### config.mk
export PLATFORM = sky130hd
export DESIGN_NAME = oar_stroke_servo_sequencer
export DESIGN_NICKNAME = d
export VERILOG_FILES = /design/src/rtl/core/oss_pkg.sv /design/src/rtl/core/oar_stroke_servo_sequencer.sv
export SDC_FILE = /design/constraint.sdc
export NUM_CORES = 1
export LEC_CHECK = 0
export BUFFER_PORTS_ARGS = -buffer_cell sky130_fd_sc_hd__clkbuf_2
export CORE_ASPECT_RATIO = 2
export CORE_MARGIN = 3
export CORE_UTILIZATION = 44
export CTS_BUF_LIST = sky130_fd_sc_hd__clkbuf_4 sky130_fd_sc_hd__clkbuf_8 sky130_fd_sc_hd__clkbuf_16
export DETAILED_ROUTE_END_ITERATION = 8
export GPL_TIMING_DRIVEN = 0
export SETUP_SLACK_MARGIN = 0.05
export SYNTH_ARGS = -nofsm -noshare
export SYNTH_HDL_FRONTEND = slang
export SYNTH_SLANG_ARGS = --single-unit
### constraint.sdc
create_clock -name clk -period 8.77 [get_ports clk]
set_clock_uncertainty 0.1 [all_clocks]
set_input_delay 1.3155 -clock clk [delete_from_list [all_inputs] [get_ports clk]]
set_output_delay 1.3155 -clock clk [all_outputs]
set_load 0.005 [all_outputs]
### src/rtl/core/oss_pkg.sv
// Shared types, constants and helper functions of the oar stroke servo sequencer.
`timescale 1ns / 1ps

package oss_pkg;

  // Width of all time values (durations, remaining time, elapsed time).
  localparam int TIME_W    = 16;
  localparam int ANGLE_W   = 8;
  localparam int SWING_W   = 7;
  localparam int CFG_IDX_W = 3;

  // The product done * (2 * swing) and the number of divider iterations.
  localparam int PROD_W    = TIME_W + SWING_W + 1;
  localparam int DIV_STEPS = PROD_W;
  localparam int DIV_CNT_W = $clog2(DIV_STEPS);

  // Signed width for angle arithmetic before clamping.
  localparam int SANGLE_W  = ANGLE_W + 3;

  // Configuration register indexes.
  localparam logic [CFG_IDX_W-1:0] CFG_RAISE_MS        = 3'd0;
  localparam logic [CFG_IDX_W-1:0] CFG_PREPARE_MS      = 3'd1;
  localparam logic [CFG_IDX_W-1:0] CFG_STROKE_MS       = 3'd2;
  localparam logic [CFG_IDX_W-1:0] CFG_YAW_CENTER      = 3'd3;
  localparam logic [CFG_IDX_W-1:0] CFG_YAW_SWING       = 3'd4;
  localparam logic [CFG_IDX_W-1:0] CFG_ROLL_REST       = 3'd5;
  localparam logic [CFG_IDX_W-1:0] CFG_ROLL_ROW_CENTER = 3'd6;
  localparam logic [CFG_IDX_W-1:0] CFG_ROLL_ROW_SWING  = 3'd7;

  // Reset values of the configuration registers and the angle state.
  localparam logic [TIME_W-1:0]  RST_RAISE_MS        = 16'd20;
  localparam logic [TIME_W-1:0]  RST_PREPARE_MS      = 16'd100;
  localparam logic [TIME_W-1:0]  RST_STROKE_MS       = 16'd500;
  localparam logic [ANGLE_W-1:0] RST_YAW_CENTER      = 8'd90;
  localparam logic [SWING_W-1:0] RST_YAW_SWING       = 7'd10;
  localparam logic [ANGLE_W-1:0] RST_ROLL_REST       = 8'd90;
  localparam logic [ANGLE_W-1:0] RST_ROLL_ROW_CENTER = 8'd85;
  localparam logic [SWING_W-1:0] RST_ROLL_ROW_SWING  = 7'd25;
  localparam logic [ANGLE_W-1:0] RST_ANGLE           = 8'd90;

  localparam logic [ANGLE_W-1:0] ANGLE_MAX = 8'd180;

  // Motion phases as reported on the result channel.
  typedef enum logic [2:0] {
    PH_IDLE    = 3'd0,
    PH_RAISE   = 3'd1,
    PH_PRE_L   = 3'd2,
    PH_LEFT    = 3'd3,
    PH_PRE_R   = 3'd4,
    PH_RIGHT   = 3'd5
  } phase_t;

  // Sequencer states.
  typedef enum logic [2:0] {
    ST_IDLE,
    ST_STEP,
    ST_MUL,
    ST_DIV,
    ST_FIN,
    ST_DONE
  } state_t;

  // Clamp a signed angle to 0..180 degrees.
  function automatic logic [ANGLE_W-1:0] clamp_angle(input logic signed [SANGLE_W-1:0] a);
    logic [ANGLE_W-1:0] res;
    if (a < 0) begin
      res = '0;
    end else if (a > $signed({3'b000, ANGLE_MAX})) begin
      res = ANGLE_MAX;
    end else begin
      res = a[ANGLE_W-1:0];
    end
    return res;
  endfunction

  // A duration of zero counts as one millisecond.
  function automatic logic [TIME_W-1:0] duration(input logic [TIME_W-1:0] d);
    return (d == '0) ? TIME_W'(1) : d;
  endfunction

endpackage

### src/rtl/core/oar_stroke_servo_sequencer.sv
// Top level of the oar stroke servo sequencer: phase stepping and stroke yaw interpolation.
`timescale 1ns / 1ps

// Usage:
// Each input item is a tick carrying elapsed milliseconds; each tick yields one
// result item with yaw, roll, phase and active. Configuration is a plain write
// port (cfg_we, cfg_index, cfg_wdata); the user must write it only while the
// block is idle, which the block does not enforce. An item is accepted when
// in_valid is high and in_stall is low. After an item is accepted, in_stall
// stays high until its result is loaded into the output register; one tick
// is handled at a time.
// Sequence: in ST_STEP the tick crosses the phases it covers, one per step,
// until it ends inside a phase or exactly at a phase end; ST_DONE then hands
// over the result. A tick that ends inside a stroke first passes ST_MUL (the
// multiply), the iterations of the shared bit-serial divider in ST_DIV and
// ST_FIN (forming the angle). The phase stepper, which crosses one phase per
// cycle, sets the time taken by long ticks against short durations.
// The output register holds its item while out_stall is high; the next tick may
// be accepted meanwhile and waits in its final state until the register frees.
// Reset (synchronous, rst_n low) returns configuration to its defaults, the
// phase to idle, both angles to 90 degrees and empties the output register.

module oar_stroke_servo_sequencer
  import oss_pkg::*;
(
  input  logic                 clk,
  input  logic                 rst_n,
  // Tick input channel
  input  logic                 in_valid,
  output logic                 in_stall,
  input  logic [TIME_W-1:0]    in_elapsed_ms,
  // Result channel
  output logic                 out_valid,
  input  logic                 out_stall,
  output logic [ANGLE_W-1:0]   out_yaw_angle,
  output logic [ANGLE_W-1:0]   out_roll_angle,
  output logic [2:0]           out_phase,
  output logic                 out_active,
  // Configuration port
  input  logic                 cfg_we,
  input  logic [CFG_IDX_W-1:0] cfg_index,
  input  logic [TIME_W-1:0]    cfg_wdata
);

  // Configuration registers
  logic [TIME_W-1:0]  raise_ms_r, prepare_ms_r, stroke_ms_r;
  logic [ANGLE_W-1:0] yaw_center_r, roll_rest_r, roll_row_center_r;
  logic [SWING_W-1:0] yaw_swing_r, roll_row_swing_r;

  // Sequencer and model state
  state_t             state_r, state_nxt;
  phase_t             phase_r, phase_nxt;
  logic [TIME_W-1:0]  rem_r, rem_nxt;
  logic [TIME_W-1:0]  e_r, e_nxt;
  logic [ANGLE_W-1:0] yaw_r, yaw_nxt;
  logic [ANGLE_W-1:0] roll_r, roll_nxt;
  logic               active_r, active_nxt;

  // Shared divider datapath
  logic [PROD_W-1:0]    prod_r, prod_nxt;
  logic [TIME_W-1:0]    racc_r, racc_nxt;
  logic [DIV_CNT_W-1:0] div_cnt_r, div_cnt_nxt;
  logic                 done_neg_r, done_neg_nxt;

  // Output register
  logic               out_valid_r, out_valid_nxt;
  logic [ANGLE_W-1:0] out_yaw_r, out_roll_r;
  phase_t             out_phase_r;
  logic               out_active_r;

  // Derived values
  logic                      in_accept;
  logic                      out_load;
  logic                      ph_valid;
  logic                      step_cross;
  logic [TIME_W-1:0]         e_left;
  phase_t                    ph_after;
  phase_t                    ph_enter;
  logic [TIME_W-1:0]         stroke_len;
  logic [TIME_W:0]           stroke_diff;
  logic [TIME_W-1:0]         stroke_done;
  logic [ANGLE_W-1:0]        yaw_pre_l, yaw_pre_r, roll_row_l, roll_row_r;
  logic [ANGLE_W:0]          quo_sat;
  logic                      sweep_neg;
  logic signed [SANGLE_W-1:0] yaw_base;
  logic signed [SANGLE_W-1:0] yaw_fin;
  logic [TIME_W:0]           div_trial;
  logic                      div_fits;

  assign in_accept = in_valid && !in_stall;
  assign in_stall  = (state_r != ST_IDLE);
  assign out_load  = (state_r == ST_DONE) && (!out_valid_r || !out_stall);

  // Phase step decision
  assign ph_valid   = (phase_r == PH_RAISE) || (phase_r == PH_PRE_L) || (phase_r == PH_LEFT) ||
                      (phase_r == PH_PRE_R) || (phase_r == PH_RIGHT);
  assign step_cross = ph_valid && (e_r >= rem_r);
  assign e_left     = e_r - rem_r;
  assign ph_after   = (phase_r == PH_RIGHT) ? PH_PRE_L : phase_t'(phase_r + 3'd1);
  assign ph_enter   = ph_valid ? ph_after : PH_RAISE;

  // Angle helpers
  assign yaw_pre_l  = clamp_angle($signed({3'b000, yaw_center_r}) -
                                  $signed({4'b0000, yaw_swing_r}));
  assign yaw_pre_r  = clamp_angle($signed({3'b000, yaw_center_r}) +
                                  $signed({4'b0000, yaw_swing_r}));
  assign roll_row_l = clamp_angle($signed({3'b000, roll_row_center_r}) -
                                  $signed({4'b0000, roll_row_swing_r}));
  assign roll_row_r = clamp_angle($signed({3'b000, roll_row_center_r}) +
                                  $signed({4'b0000, roll_row_swing_r}));

  // Time done in the stroke as sign and magnitude. It goes negative when the
  // stroke length was shortened after the stroke was entered.
  assign stroke_len  = duration(stroke_ms_r);
  assign stroke_diff = {1'b0, stroke_len} - {1'b0, rem_r};
  assign stroke_done = stroke_diff[TIME_W] ? (~stroke_diff[TIME_W-1:0] + TIME_W'(1))
                                           : stroke_diff[TIME_W-1:0];

  // One restoring division step
  assign div_trial = {racc_r, prod_r[PROD_W-1]};
  assign div_fits  = (div_trial >= {1'b0, stroke_len});

  // A quotient this large drives the angle past either end of the range anyway.
  assign quo_sat   = (prod_r[PROD_W-1:ANGLE_W+1] != '0) ? '1 : prod_r[ANGLE_W:0];
  assign sweep_neg = done_neg_r ^ (phase_r == PH_RIGHT);

  // Final yaw: begin plus the floored fraction of the swing travel.
  always_comb begin
    if (phase_r == PH_RIGHT) begin
      yaw_base = $signed({3'b000, yaw_center_r}) + $signed({4'b0000, yaw_swing_r});
    end else begin
      yaw_base = $signed({3'b000, yaw_center_r}) - $signed({4'b0000, yaw_swing_r});
    end
    if (sweep_neg) begin
      yaw_fin = yaw_base - $signed({2'b00, quo_sat})
              - $signed({{(SANGLE_W-1){1'b0}}, (racc_r != '0)});
    end else begin
      yaw_fin = yaw_base + $signed({2'b00, quo_sat});
    end
  end

  // Next-state logic of the sequencer
  always_comb begin
    state_nxt = state_r;
    unique case (state_r)
      ST_IDLE: begin
        if (in_accept) state_nxt = ST_STEP;
      end
      ST_STEP: begin
        if (!ph_valid) begin
          if (e_r == '0) state_nxt = ST_DONE;
        end else if (step_cross) begin
          if (e_left == '0) state_nxt = ST_DONE;
        end else if ((phase_r == PH_LEFT) || (phase_r == PH_RIGHT)) begin
          state_nxt = ST_MUL;
        end else begin
          state_nxt = ST_DONE;
        end
      end
      ST_MUL: state_nxt = ST_DIV;
      ST_DIV: begin
        if (div_cnt_r == DIV_CNT_W'(DIV_STEPS - 1)) state_nxt = ST_FIN;
      end
      ST_FIN: state_nxt = ST_DONE;
      ST_DONE: begin
        if (out_load) state_nxt = ST_IDLE;
      end
      default: state_nxt = ST_IDLE;
    endcase
  end

  // Datapath updates driven by the sequencer state
  always_comb begin
    phase_nxt    = phase_r;
    rem_nxt      = rem_r;
    e_nxt        = e_r;
    yaw_nxt      = yaw_r;
    roll_nxt     = roll_r;
    active_nxt   = active_r;
    prod_nxt     = prod_r;
    racc_nxt     = racc_r;
    div_cnt_nxt  = div_cnt_r;
    done_neg_nxt = done_neg_r;
    unique case (state_r)
      ST_IDLE: begin
        if (in_accept) e_nxt = in_elapsed_ms;
      end
      ST_STEP: begin
        if (!ph_valid || step_cross) begin
          // Leave the phase and enter the next one.
          if (!ph_valid) begin
            active_nxt = 1'b1;
          end else begin
            e_nxt = e_left;
          end
          phase_nxt = ph_enter;
          unique case (ph_enter)
            PH_RAISE: begin
              yaw_nxt  = clamp_angle($signed({3'b000, yaw_center_r}));
              roll_nxt = clamp_angle($signed({3'b000, roll_rest_r}));
              rem_nxt  = duration(raise_ms_r);
            end
            PH_PRE_L: begin
              yaw_nxt  = yaw_pre_l;
              roll_nxt = clamp_angle($signed({3'b000, roll_rest_r}));
              rem_nxt  = duration(prepare_ms_r);
            end
            PH_PRE_R: begin
              yaw_nxt  = yaw_pre_r;
              roll_nxt = clamp_angle($signed({3'b000, roll_rest_r}));
              rem_nxt  = duration(prepare_ms_r);
            end
            default: begin
              rem_nxt = stroke_len;
            end
          endcase
        end else begin
          // The tick ends inside the current phase.
          rem_nxt = rem_r - e_r;
          e_nxt   = '0;
        end
      end
      ST_MUL: begin
        prod_nxt     = PROD_W'(stroke_done) * PROD_W'({yaw_swing_r, 1'b0});
        done_neg_nxt = stroke_diff[TIME_W];
        racc_nxt     = '0;
        div_cnt_nxt  = '0;
      end
      ST_DIV: begin
        racc_nxt    = div_fits ? TIME_W'(div_trial - {1'b0, stroke_len}) : div_trial[TIME_W-1:0];
        prod_nxt    = {prod_r[PROD_W-2:0], div_fits};
        div_cnt_nxt = div_cnt_r + DIV_CNT_W'(1);
      end
      ST_FIN: begin
        yaw_nxt  = clamp_angle(yaw_fin);
        roll_nxt = (phase_r == PH_RIGHT) ? roll_row_r : roll_row_l;
      end
      ST_DONE: begin
      end
      default: begin
      end
    endcase
  end

  // Output register valid
  always_comb begin
    out_valid_nxt = out_valid_r;
    if (out_valid_r && !out_stall) out_valid_nxt = 1'b0;
    if (out_load) out_valid_nxt = 1'b1;
  end

  // Control and model state registers
  always_ff @(posedge clk) begin
    if (!rst_n) begin
      state_r     <= ST_IDLE;
      phase_r     <= PH_IDLE;
      rem_r       <= '0;
      yaw_r       <= RST_ANGLE;
      roll_r      <= RST_ANGLE;
      active_r    <= 1'b0;
      out_valid_r <= 1'b0;
      div_cnt_r   <= '0;
    end else begin
      state_r     <= state_nxt;
      phase_r     <= phase_nxt;
      rem_r       <= rem_nxt;
      yaw_r       <= yaw_nxt;
      roll_r      <= roll_nxt;
      active_r    <= active_nxt;
      out_valid_r <= out_valid_nxt;
      div_cnt_r   <= div_cnt_nxt;
    end
  end

  // Working payload registers
  always_ff @(posedge clk) begin
    e_r        <= e_nxt;
    prod_r     <= prod_nxt;
    racc_r     <= racc_nxt;
    done_neg_r <= done_neg_nxt;
  end

  // Output payload register
  always_ff @(posedge clk) begin
    if (out_load) begin
      out_yaw_r    <= yaw_r;
      out_roll_r   <= roll_r;
      out_phase_r  <= phase_r;
      out_active_r <= active_r;
    end
  end

  // Configuration registers
  always_ff @(posedge clk) begin
    if (!rst_n) begin
      raise_ms_r        <= RST_RAISE_MS;
      prepare_ms_r      <= RST_PREPARE_MS;
      stroke_ms_r       <= RST_STROKE_MS;
      yaw_center_r      <= RST_YAW_CENTER;
      yaw_swing_r       <= RST_YAW_SWING;
      roll_rest_r       <= RST_ROLL_REST;
      roll_row_center_r <= RST_ROLL_ROW_CENTER;
      roll_row_swing_r  <= RST_ROLL_ROW_SWING;
    end else if (cfg_we) begin
      unique case (cfg_index)
        CFG_RAISE_MS:        raise_ms_r        <= cfg_wdata;
        CFG_PREPARE_MS:      prepare_ms_r      <= cfg_wdata;
        CFG_STROKE_MS:       stroke_ms_r       <= cfg_wdata;
        CFG_YAW_CENTER:      yaw_center_r      <= cfg_wdata[ANGLE_W-1:0];
        CFG_YAW_SWING:       yaw_swing_r       <= cfg_wdata[SWING_W-1:0];
        CFG_ROLL_REST:       roll_rest_r       <= cfg_wdata[ANGLE_W-1:0];
        CFG_ROLL_ROW_CENTER: roll_row_center_r <= cfg_wdata[ANGLE_W-1:0];
        CFG_ROLL_ROW_SWING:  roll_row_swing_r  <= cfg_wdata[SWING_W-1:0];
        default: begin
        end
      endcase
    end
  end

  assign out_valid      = out_valid_r;
  assign out_yaw_angle  = out_yaw_r;
  assign out_roll_angle = out_roll_r;
  assign out_phase      = out_phase_r;
  assign out_active     = out_active_r;

endmodule

# Word level (Yosys, flattened, before mapping)

Index checks and enable logic that the tools add are counted.

Register bits: 208
Input bits: 40
Output and inout port bits: 22
Logic and storage cells: 180

$add $sub $neg: 14
$mul: 1
Order comparisons: 14
Eq/ne operators: 30
Mux-type cells: 49
Bitwise logic cells: 3
Reduce and logical (&&, ||, !) cells: 45

Operator list:

| operator              | count |
|---|---|
| $mux 16               | 9 |
| $mux 8                | 16 |
| $pmux 16 s2           | 3 |
| $logic_not 16->1      | 5 |
| $pmux 24 s2           | 1 |
| $sub 16x16->16        | 3 |
| $pmux 8 s2            | 2 |
| $mux 3                | 10 |
| $eq 3x3->1 const B    | 9 |
| $lt 9x1->1 const B    | 3 |
| $pmux 8 s3            | 1 |
| $mul 16x7->23         | 1 |
| $gt 11x9->1 const B   | 2 |
| $lt 11x1->1 const B   | 2 |
| $mux 11               | 2 |
| $eq 3x2->1 const B    | 7 |
| $add 8x7->9           | 2 |
| $gt 9x9->1 const B    | 2 |
| $pmux 3 s6            | 1 |
| $reduce_and 2->1      | 9 |
| $sub 8x7->9           | 2 |
| $ge 17x16->1          | 1 |
| $sub 16x16->17        | 1 |
| $add 16x1->16 const B | 1 |
| other kinds (32)      | 61 |

# Logic depth before layout (Yosys ltp)

Depth after elaboration: 11
Gate-level depth with buffers: 32
Gate-level depth less buffers: 32

# Worst setup path after synthesis

OpenSTA, ideal clock, no wires.

Path type: register to register
Start: register stroke_ms_r[11]
End: register prod_r[23] (data pin)
Library setup time: 0.268 ns
Data arrival time: 7.252 ns
Path slack: 1.151 ns
Stages on the path, launching flop included: 32
Path buffers: 1
Clock period less this slack: 7.619 ns
Cell sequence: dfxtp_1 > nor3_1 > a41oi_1 > ha_1 > inv_1 > fa_1 > a211oi_1 > o21a_1 > o211ai_1 > a21oi_1 > o21ai_0 > a31o_2 > clkbuf_1 > nor2_1 > xnor2_1 > and2_1 > fa_1 > fa_1 > inv_1 > fa_1 > inv_1 > fa_1 > ha_1 > o21a_1 > nor2_1 > a211oi_1 > nor2_1 > a211o_1 > o311ai_0 > o22a_1 > xnor2_1 > o21ai_0

Word-level cells in the longest chain between the ends: 8

Ends and longest elaborated chain:

| item                   | RTL line                          | RTL |
|---|---|---|
| from (decl)            | oar_stroke_servo_sequencer.sv:46  | `logic [TIME_W-1:0] raise_ms_r, prepare_ms_r, stroke_ms_r;` |
| from (signal assigned) | oar_stroke_servo_sequencer.sv:308 | `CFG_STROKE_MS: stroke_ms_r <= cfg_wdata;` |
| $logic_not 16->1       | oss_pkg.sv:78                     | `return (d == '0) ? TIME_W'(1) : d;` |
| $mux 16 (*)            | oss_pkg.sv:78                     |  |
| $sub 16x16->17 (*)     | oar_stroke_servo_sequencer.sv:115 | `assign stroke_diff = {1'b0, stroke_len} - {1'b0, rem_r};` |
| $not 16->16            | oar_stroke_servo_sequencer.sv:116 | `assign stroke_done = stroke_diff[TIME_W] ? (~stroke_diff[TIME_W-1:0] + TIME_W'(1))` |
| $add 16x1->16          | oar_stroke_servo_sequencer.sv:116 |  |
| $mux 16 (*)            | oar_stroke_servo_sequencer.sv:116 |  |
| $mul 16x7->23 (*)      | oar_stroke_servo_sequencer.sv:224 | `prod_nxt = PROD_W'(stroke_done) * PROD_W'({yaw_swing_r, 1'b0});` |
| $pmux 24 s2 (*)        | oar_stroke_servo_sequencer.sv:184 | `unique case (state_r)` |
| named net prod_nxt[23] | oar_stroke_servo_sequencer.sv:60  | `logic [PROD_W-1:0] prod_r, prod_nxt;` |
| to (signal assigned)   | oar_stroke_servo_sequencer.sv:278 | `prod_r <= prod_nxt;` |
| to (decl)              | oar_stroke_servo_sequencer.sv:60  |  |

The timed path passes the listed nets; every way through them passes the cells marked *.
A chain may end at the register's enable or synchronous reset.

# Worst setup path in the final report

Start: register stroke_ms_r[8]
End: register prod_r[23] (data pin)

The elaborated chain is that of the path after synthesis.

==> impl_metrics.yaml <==
worst_setup_path:
  path_delay_family: "adder cells"
  required_ns: 8.92
  path_common_cell: "fa_1"
  critPathArrivalTime_ns: 8.44
  cp-start-kind: "flop"
  path_max_fanout: 7
  crit_path_top_delay_cell: "fa_1"
  reg2reg_slack_ns: 0.48
  worst_path_largest_cell_delay_ns: 0.56
  critPathKind: "flop to flop"
  worst-path-buf-inv: 3
  end_kind: "flop"
finish:
  antennaDiodeCount: 0
  drive_above_1_share_pct: 7.33
  final_nets: 2642
  final_cell_mix: "nand2_1 (299), nor2_1 (194), a21oi_1 (189), inv_1 (188), ha_1 (163)"
  stdcell_area_mm2: 0.0204
  final_common_cell: "nand2_1"
  layoutNonFillerInstCount: 2910
  syn_to_final_growth_pct: 10.3
placement:
  hpwl_um: 51000
  dp_cells: 2869
  place_area_mm2: 0.0195
  gp_congestion: 0.941
  io_buffers: 52
clock_network:
  numCtsBuffers: 22
  clk_path_buf_depth: 3
  htreeDepth: 1
  cts_root_buf: "clkbuf_16"
  clkTransAtPathRegs_ns: 0.06
  clk_latency_ns: 0.54
  hold_buffers: 0
  cts.sinks: 208
  tritoncts: "built"
synth:
  synth_edf_count: 77
  async_reset_ff_share_pct: 0
  ys_seq_elements: 208
  syn-mean-instance-area_um2: 8.11
  syn_area_mm2: 0.0185
  synthAdderAreaFrac_pct: 19.7
  synth_xor_area_share_pct: 5.30
  synth_top_family_by_area: "compound AO/OA/AOI/OAI gates"
  yosys_warnings: 0
  yosysSeqAreaShare_pct: 26.7
  ys.flop_type: "dfxtp_1"
  yosys.area_share.simple_pct: 19.9
  synth_compound_area_share_pct: 20.8
  synth_fp_nets: 2563
  synth_mux_area_share_pct: 1.16
  ys_types: 85
  syn-instance-count: 2280
floorplan:
  io_pins: 62
  die-width_um: 151
  die_area_mm2: 0.0446
  die-height_um: 296
  coreArea_mm2: 0.0413
  placementRows: 105
  start_util_pct: 44.8
power_and_ir_drop:
  pwr-share-clk_pct: 18.5
  combinationalPowerShare_pct: 60.0
  p_int_mw: 3.12
  sequentialPowerShare_pct: 21.5
  powerDensity_mw_per_mm2: 275
  netSwitchingFraction_pct: 44.3
  p_switching_mw: 2.48
  cellLeakagePower_nw: 8.47
  ir_worst_vdd_v: 0.000386
global_routing:
  grt_max_degree: 41
  grt_pass1_vias: 17224
  grt_first_pass_wirelength_um: 96100
  antenna_found_initial: 0
  overflow: 0
  grt_use_total_pct: 27.8
sta:
  finalCritPeriodShare_pct: 94.6
  finalSetupViolCount: 0
  finalHoldViolCount: 0
  fmax_mhz: 121
  slew_viol_final: 0
  relSlewSlack_pct: 24.5
  rsz0062_at_grt: "no"
  min_period_ns: 8.29
  tightestPinTransition_ns: 1.12
route:
  via_per_inst: 5.84
  m1WireLength_um: 21400
  met3_wirelength_um: 2890
  postRouteAntennaNets: 0
  wl_met2_um: 33500
  dr.first_iter.drc_count: 1091
  drc: 0
  wl_per_cell_um: 21.5
  drt-total-wl_um: 62500
  vias: 16984
  firstDrtPassIters: 8
  top_layer_used: "met4"
run:
  cap_viol_max_count: 0
outcome:
  status: "complete, no violations"
worst_hold_path:
  hold_path_class: "flop to flop"
==> cell families after synthesis <==
group / Yosys count
mux: 21
xor+xnor: 111
flops: 208
fa+ha+maj: 243
buf+inv: 314
simple gates: 794
compound gates: 589
==> cell type report <==
class / instances / area, um2
clock buffers: 31 / 689
clock inverters: 9 / 106
fillers: 4078 / 20900
inverters: 197 / 739
plain buffers: 117 / 462
multi-input cells: 1758 / 12500
repair buffers: 55 / 310
well taps: 535 / 669
flip-flops and latches: 208 / 4940
==> power groups by stage <==
stage	Sequential, mW	Combinational, mW	Clock, mW
floorplan	1.21	2.52	0
global placement	1.23	3.23	0
detailed placement	1.23	3.26	0
CTS	1.21	3.33	1.05
global route	1.21	3.83	1.08
finish	1.21	3.36	1.04
==> state kept, by name, indices dropped and copies added, names as in the netlist, 8 cells and up <==
signal,count
roll_rest_r,8
roll_row_center_r,8
yaw_center_r,8
prod_r,24
roll_r,8
e_r,16
prepare_ms_r,16
raise_ms_r,16
out_yaw_angle,8
rem_r,16
stroke_ms_r,16
yaw_r,8
racc_r,16
out_roll_angle,8
==> metal layers <==
metal / GRT usage (%) / up-vias
li1: - / 8120
met1: 27.9 / 8105
met2: 53.6 / 552
met3: 2.94 / 207
met4: 16.7 / 0
met5: 0 / -
==> final timing paths <==
check,from,endpoint,depth (start not counted)
worst min-delay path,yaw_r[3],out_yaw_angle[3],0
worst max-delay path,stroke_ms_r[8],prod_r[23],28
worst max register to register,stroke_ms_r[8],prod_r[23],28
worst min register to register,yaw_r[3],out_yaw_angle[3],0
==> through the flow <==
stage	power, mW	util [%]	TNS (ns)	setup slack [ns]	hold slack [ns]
CTS	5.59	49.3	0	0.135	0.338
finish	5.61	49.4	0	0.476	0.336
floorplan	3.73	-	0	1.15	0.300
global route	6.13	49.4	0	0.0333	0.348
detailed placement	4.49	47.2	-0.811	-0.349	0.320
global placement	4.46	47.1	-0.532	-0.267	0.319
==> Yosys cell counts (all sizes together), types with 17 or more instances <==
cell type,n,area share (%)
a21o,29,1.2
nor3,49,1.4
clkbuf,99,2.1
a21oi,192,5.2
mux2i,18,0.97
xor2,40,1.9
nand2b,30,1.0
inv,190,3.9
dfxtp,131,14
o21a,27,1.1
or3,17,0.58
o31ai,24,0.97
o21ai,105,2.8
buf,18,0.44
xnor2,71,3.4
edfxtp,77,13
fa,80,8.7
nor2,194,3.9
and2,54,1.8
o211ai,28,1.1
nor4,27,0.91
ha,163,11
nand3,43,1.2
a211oi,32,1.3
nor2b,20,0.68
nand2,299,6.1
==> what timing repair did <==
item / 4_1_cts / 5_1_grt
setup endpoints to repair: 6 / 8
endpoints found under the hold margin: 0 / 0
resized for setup: 10 / 18
setup buffers: 0 / 1
pin swaps: 0 / 0
(Power assumes the default switching activity.)
